[config.mk]
export PLATFORM = sky130hd
export DESIGN_NAME = rse_cmp
export DESIGN_NICKNAME = d
export VERILOG_FILES = /design/src/rtl/rse_pkg.sv /design/src/rtl/rse_cmp.sv
export SDC_FILE = /design/constraint.sdc
export NUM_CORES = 1
export LEC_CHECK = 0
export ABC_CLOCK_PERIOD_IN_PS = 6700
export BUFFER_PORTS_ARGS = -buffer_cell sky130_fd_sc_hd__buf_2
export CAP_MARGIN = 20
export CORE_AREA = 5 5 57 59
export DETAILED_ROUTE_END_ITERATION = 7
export DIE_AREA = 0 0 62 64
export GPL_ROUTABILITY_DRIVEN = 0
export GPL_TIMING_DRIVEN = 0
export PLACE_DENSITY = 0.73
export SETUP_SLACK_MARGIN = 0.2
export SLEW_MARGIN = 20
export SYNTH_ARGS = -nofsm -noshare
export SYNTH_HDL_FRONTEND = slang
export SYNTH_SLANG_ARGS = --single-unit
[constraint.sdc]
create_clock -name vclk -period 6.7
set_clock_uncertainty 0.1 [all_clocks]
set_input_delay 1.34 -clock vclk [all_inputs]
set_output_delay 1.34 -clock vclk [all_outputs]
set_load 0.02 [all_outputs]
[src/rtl/rse_pkg.sv]
`timescale 1ns / 1ps
// ----------------------------------------------------------------------------
// rse_pkg
// Shared widths, command codes and types of the retroactive stack engine.
// ----------------------------------------------------------------------------
package rse_pkg;

  // Default table depth (operations held in time order)
  localparam int unsigned MAX_OPS_DEF = 64;

  // Payload widths
  localparam int unsigned TIME_W = 32;
  localparam int unsigned VAL_W  = 32;

  // Command codes
  localparam logic CMD_ADD = 1'b0;
  localparam logic CMD_DEL = 1'b1;

  // Result of the shared timestamp comparator
  typedef struct packed {
    logic le;  // entry time <= operand time (signed order)
    logic eq;  // entry time == operand time
  } rse_cmp_t;

endpackage

[src/rtl/rse_cmp.sv]
`timescale 1ns / 1ps
// ----------------------------------------------------------------------------
// rse_cmp
// Shared timestamp comparator: signed order and equality of two times.
// ----------------------------------------------------------------------------
module rse_cmp
  import rse_pkg::*;
(
  input  logic signed [TIME_W-1:0] entry_time_i,
  input  logic signed [TIME_W-1:0] op_time_i,
  output rse_cmp_t                 res_o
);

  // Compare as signed numbers; equality on raw bits
  always_comb begin
    res_o.le = (entry_time_i <= op_time_i);
    res_o.eq = (entry_time_i == op_time_i);
  end

endmodule

==> results of run 1 <==
[final timing paths]
kind	start	endpoint	slack [ps]
worst min-delay path	entry_time_i[31]	res_o[1]	3130
worst max-delay path	entry_time_i[25]	res_o[1]	2060
[per-layer routing]
layer / track usage / vias to the layer above
met3: 0.00805 / 0
met2: 0.185 / 32
met5: 0 / -
li1: - / 529
met1: 0.112 / 388
met4: 0 / 0
[cell families after synthesis]
| family | after synthesis | share of synthesized area |
|---|---|---|
| and+or+nand+nor | 22 | 0.139 |
| AOI/OAI and AO/OA | 25 | 0.197 |
| buffers and inverters | 34 | 0.157 |
| muxes | 1 | 0.0139 |
| adders and majority gates | 32 | 0.493 |
[area by class of cell]
| class | instances | area [sq um] |
|---|---|---|
| fillers | 312 | 1480 |
| inverters | 34 | 128 |
| multi-input cells | 80 | 684 |
| repair buffers | 66 | 330 |
| well taps | 31 | 38.8 |
[cells in the mapped netlist]
library cell | count | area share
a21oi_2 | 1 | 0.011
a211o_1 | 1 | 0.011
a221o_1 | 2 | 0.025
a21oi_1 | 10 | 0.062
nor4_1 | 1 | 0.0077
nor2_1 | 2 | 0.0092
nor3_1 | 1 | 0.0062
mux2_1 | 1 | 0.014
ha_1 | 32 | 0.49
and4_1 | 1 | 0.011
a21o_1 | 4 | 0.037
inv_1 | 34 | 0.16
a221oi_1 | 2 | 0.022
o21ai_1 | 1 | 0.0062
nand3_1 | 3 | 0.018
nand2_1 | 7 | 0.032
nand4_1 | 6 | 0.046
and2_0 | 1 | 0.0077
o21ai_0 | 4 | 0.025
[per-stage QoR]
| step | total power, mW | worst slack (ps) |
|---|---|---|
| 2_1_floorplan | 0.0362 | 2280 |
| 6_report | 0.0625 | 2060 |
| 5_1_grt | 0.0737 | 1940 |
| 4_1_cts | 0.0639 | 2010 |
| 3_3_place_gp | 0.0618 | 2020 |
| 3_5_place_dp | 0.0636 | 2020 |
[power by group]
| part | switching [mW] | total [mW] | internal (mW) |
|---|---|---|---|
| logic | 0.0286 | 0.0625 | 0.0339 |
| clock network | 0 | 0 | 0 |
| registers | 0 | 0 | 0 |
| total | 0.0286 | 0.0625 | 0.0339 |
==> impl_metrics.yaml, run 1 <==
setup_path:
  crit_buf_inv: 2
  path_cells: "buf_2, ha_1, a21o_1, a221o_1, a221oi_1, o21ai_1, a21oi_2, mux2_1, buf_2"
  cp_common_cell: "buf_2"
  critical_path_peak_fanout: 2
  max_stage_delay_ps: 310
  cp_slowest_cell: "a221o_1"
  crit_path_end_kind: "primary output"
  arrival_ps: 3200
  critical-path-top-delay-family: "compound AO/OA/AOI/OAI gates"
  start_kind: "input port"
  crit_required_ps: 5260
  cp_num_cells: 9
  path_class: "in2out"
sta:
  setup_tns_ps: 0
  period_needed_ps: 4640
  period_share: 0.693
  rsz0062_at_grt: "false"
  whs_ps: 3130
  finalHoldViolations: 0
  timing.slew.headroom: 0.762
  max_freq_mhz: 215
  drv_slew: 0
  setup_violations: 0
  worstMarginPinSlew_ps: 354
detailed_routing:
  met2_wirelength_um: 1000
  dr_wl_met3_um: 213
  dr.pass1.iters: 2
  drt-vias-per-instance: 4.50
  postRouteAntennaNets: 0
  vias: 949
  wl_met1_um: 813
  finalWirelength_um: 2030
  post_drt_wl_per_cell_um: 9.61
  dr.max_layer_used: "met3"
  drc: 0
  drt_iter0_markers: 14
layout:
  regArea_sq_um: 0
  syn2layout_area_growth_pct: 45.5
  nNetsFinal: 278
  nFlopsAndLatches: 0
  final_util: 0.444
  final_cells: 211
  mostFrequentLayoutCells: "buf_2, inv_1, ha_1, a21oi_1, nand2_1"
  drive_above_1_share: 0.372
  final_common_cell: "buf_2"
  diodes: 0
  n_clock_buffer: 0
  final_area_sq_um: 1180
min_path:
  hold-path-cell-count: 4
  hold_class: "in2out"
yosys:
  ys_seq_area_frac: 0
  synth_area_sq_um: 812
  syn_nets: 210
  ys_warn_count: 0
  syn_area_per_cell_sq_um: 7.12
  syn_inst: 114
  ys_types: 19
grt:
  antenna_found_initial: 0
  overflow: 0
  grt_pass1_wl_um: 3130
  grt_pass1_vias: 862
  grt_max_degree: 5
  grtUsageTotal: 0.0943
pwr:
  ir_drop_mv: 0.0292
  power.leakage_nw: 0.799
  power_density_nw_per_um2: 52.9
floorplan:
  start_util: 0.305
  dieArea_sq_um: 3970
  ios: 66
  die_w_um: 62
  fp-row-count: 19
  die_y_um: 64
  fp.coreArea_sq_um: 2660
cts:
  postCtsSetupBuffers: 0
  cts_resized: 0
  cts_hold_buf: 0
placement:
  portBuffers: 66
  placed_cells: 211
  hpwl_um: 2010
  place_area_sq_um: 1180
outcome:
  status: "complete, no violations"
flow_run:
  maxCapViolCount: 0
Power figures use the tool's default switching activity.
==> run 2: changes to the inputs <==
- ABC_AREA: default -> 1
- ABC_CLOCK_PERIOD_IN_PS: 6700 -> 4300
- CORE_AREA: 5 5 57 59 -> 5 5 60 62
- DIE_AREA: 0 0 62 64 -> 0 0 65 67
- PLACE_DENSITY: 0.73 -> 0.7
- clock period: 6.7 -> 4.3 ns (I/O delays scaled with it)
==> run 2 against run 1 <==
Global-route usage decreased by 0.50 points. Utilization fell by 1.3 points. Via count rose by 7.4%. Routed wire length shrank 4.7%. Critical endpoint unchanged. Worst setup slack got worse by 910 ps. Critical path type unchanged. Clock-buffer cell count unchanged. Critical path depth up 1. Highest routed layer unchanged.
==> impl_metrics.yaml, run 2 <==
outcome:
  status: "complete, no violations"
pwr:
  clkPwrFrac: 0
  power.internal_mw: 0.0543
  ir_drop_mv: 0.0278
  power.leakage_nw: 0.901
  combPwrFrac: 1.000
  power_density_nw_per_um2: 81.9
  seqPwrFrac: 0
  swShare: 0.484
  finalPower_mw: 0.105
  p_sw_mw: 0.0508
setup_path:
  crit_path_end_kind: "primary output"
  path_cells: "buf_2, inv_1, ha_1, nand2_1, nor2_1, nand4_1, nor4_1, nand2_1, nand3_2, buf_2"
  crit_required_ps: 3340
  critical_path_peak_fanout: 2
  arrival_ps: 2190
  cp_slowest_cell: "ha_1"
  critical-path-top-delay-family: "simple AND/OR/NAND/NOR gates"
  path_class: "in2out"
  max_stage_delay_ps: 280
  crit_buf_inv: 3
  start_kind: "input port"
floorplan:
  die_y_um: 67
  die_w_um: 65
  fp.coreArea_sq_um: 2980
  start_util: 0.306
  fp-row-count: 20
  ios: 66
  dieArea_sq_um: 4360
detailed_routing:
  post_drt_wl_per_cell_um: 7.76
  drt_iter0_markers: 17
  postRouteAntennaNets: 0
  vias: 1019
  drc: 0
  dr.pass1.iters: 4
  finalWirelength_um: 1930
  drt-vias-per-instance: 4.09
yosys:
  synth-compound-area-share: 0.118
  synth_area_sq_um: 912
  synth_top_family_by_area: "adder cells"
  synth_area_leaders: "ha_1, inv_1, nand2_1"
  syn_area_per_cell_sq_um: 6.08
  ys_warn_count: 0
  synth_top_cell_by_area: "ha_1"
  synth.area.mux_share: 0
  ys_seq_area_frac: 0
  syn_inst: 150
  synthSimpleGateAreaFrac: 0.262
  ys_types: 19
  synth_common_cells: "inv_1, nand2_1, ha_1"
  syn_nets: 246
  synth.most_common_cell: "inv_1"
  synth_fa_ha_area_frac: 0.439
  netlist.area_leader.share: 0.439
  synth-xor-area-share: 0
sta:
  period_needed_ps: 3150
  timing.slew.headroom: 0.830
  max_freq_mhz: 317
  setup_tns_ps: 0
  setup_violations: 0
  worstMarginPinSlew_ps: 253
  drv_slew: 0
  period_share: 0.733
  rsz0062_at_grt: "false"
  worst_slack_ps: 1150
  finalHoldViolations: 0
cts:
  cts_hold_buf: 0
  postCtsSetupBuffers: 0
  cts_resized: 0
layout:
  final_area_sq_um: 1280
  final_common_cell: "buf_2"
  nFlopsAndLatches: 0
  fill_cells: 335
  mostFrequentLayoutCells: "buf_2, inv_1, nand2_1, ha_1, a21oi_1"
  n_clock_buffer: 0
  nNetsFinal: 314
  diodes: 0
  regArea_sq_um: 0
  syn2layout_area_growth_pct: 40.7
  drive_above_1_share: 0.343
flow_run:
  maxCapViolCount: 0
placement:
  hpwl_um: 1870
  portBuffers: 66
  place_area_sq_um: 1280
  pre_cts_ws_ps: 1100
grt:
  grt_pass1_vias: 915
  antenna_found_initial: 0
  grt_pass1_wl_um: 3390
  overflow: 0
  grt_max_degree: 5
  grtUsageTotal: 0.0892
min_path:
  hold_class: "in2out"
-- run 2: cell count changes after synthesis, moves of 2 or more --
cell,before,now
a21o_1,4,1
a21oi_1,10,13
a221o_1,2,0
a221oi_1,2,0
inv_1,34,42
nand2_1,7,36
nand2_2,0,2
nand4_1,6,1
nor2_1,2,8
o21ai_0,4,2
-- run 2: layout make-up --
cell class         instances  area, sq um  area share
multi-input cells        106          747       0.582
repair buffers            66          330       0.257
inverters                 44          165       0.129
well taps                 33         41.3      0.0322
-- run 2: power by group through the flow --
stage	Combinational, mW	Clock (mW)	Sequential (mW)
floorplan	0.0652	0	0
global placement	0.106	0	0
detailed placement	0.107	0	0
CTS	0.108	0	0
global route	0.126	0	0
finish	0.105	0	0
-- run 2: worst paths after layout --
check                 cells past startpoint        startpoint  endpoint
worst max-delay path                     10     op_time_i[15]  res_o[1]
worst min-delay path                      6  entry_time_i[31]  res_o[1]
-- run 2: through the flow --
step,util,std cells,hold WS (ps)
after floorplan,-,150,2010
after global placement,0.431,249,2240
after detailed placement,0.431,249,2230
after CTS,0.431,249,2240
after global routing,0.431,249,2280
final,0.431,249,2220
-- run 2: routing by layer --
layer	global-route usage	up-vias	part of all wire
li1	-	601	-
met1	0.122	380	0.49
met2	0.160	38	0.41
met3	0.00843	0	0.10
met4	0	0	0
met5	0	-	0
-- run 2: logic make-up (layout without fill, tap and decap cells) --
| kind of cell | Yosys count | after routing |
|---|---|---|
| simple gates | 55 | 55 |
| buf+inv | 44 | 110 |
| fa+ha+maj | 32 | 32 |
| compound gates | 19 | 19 |
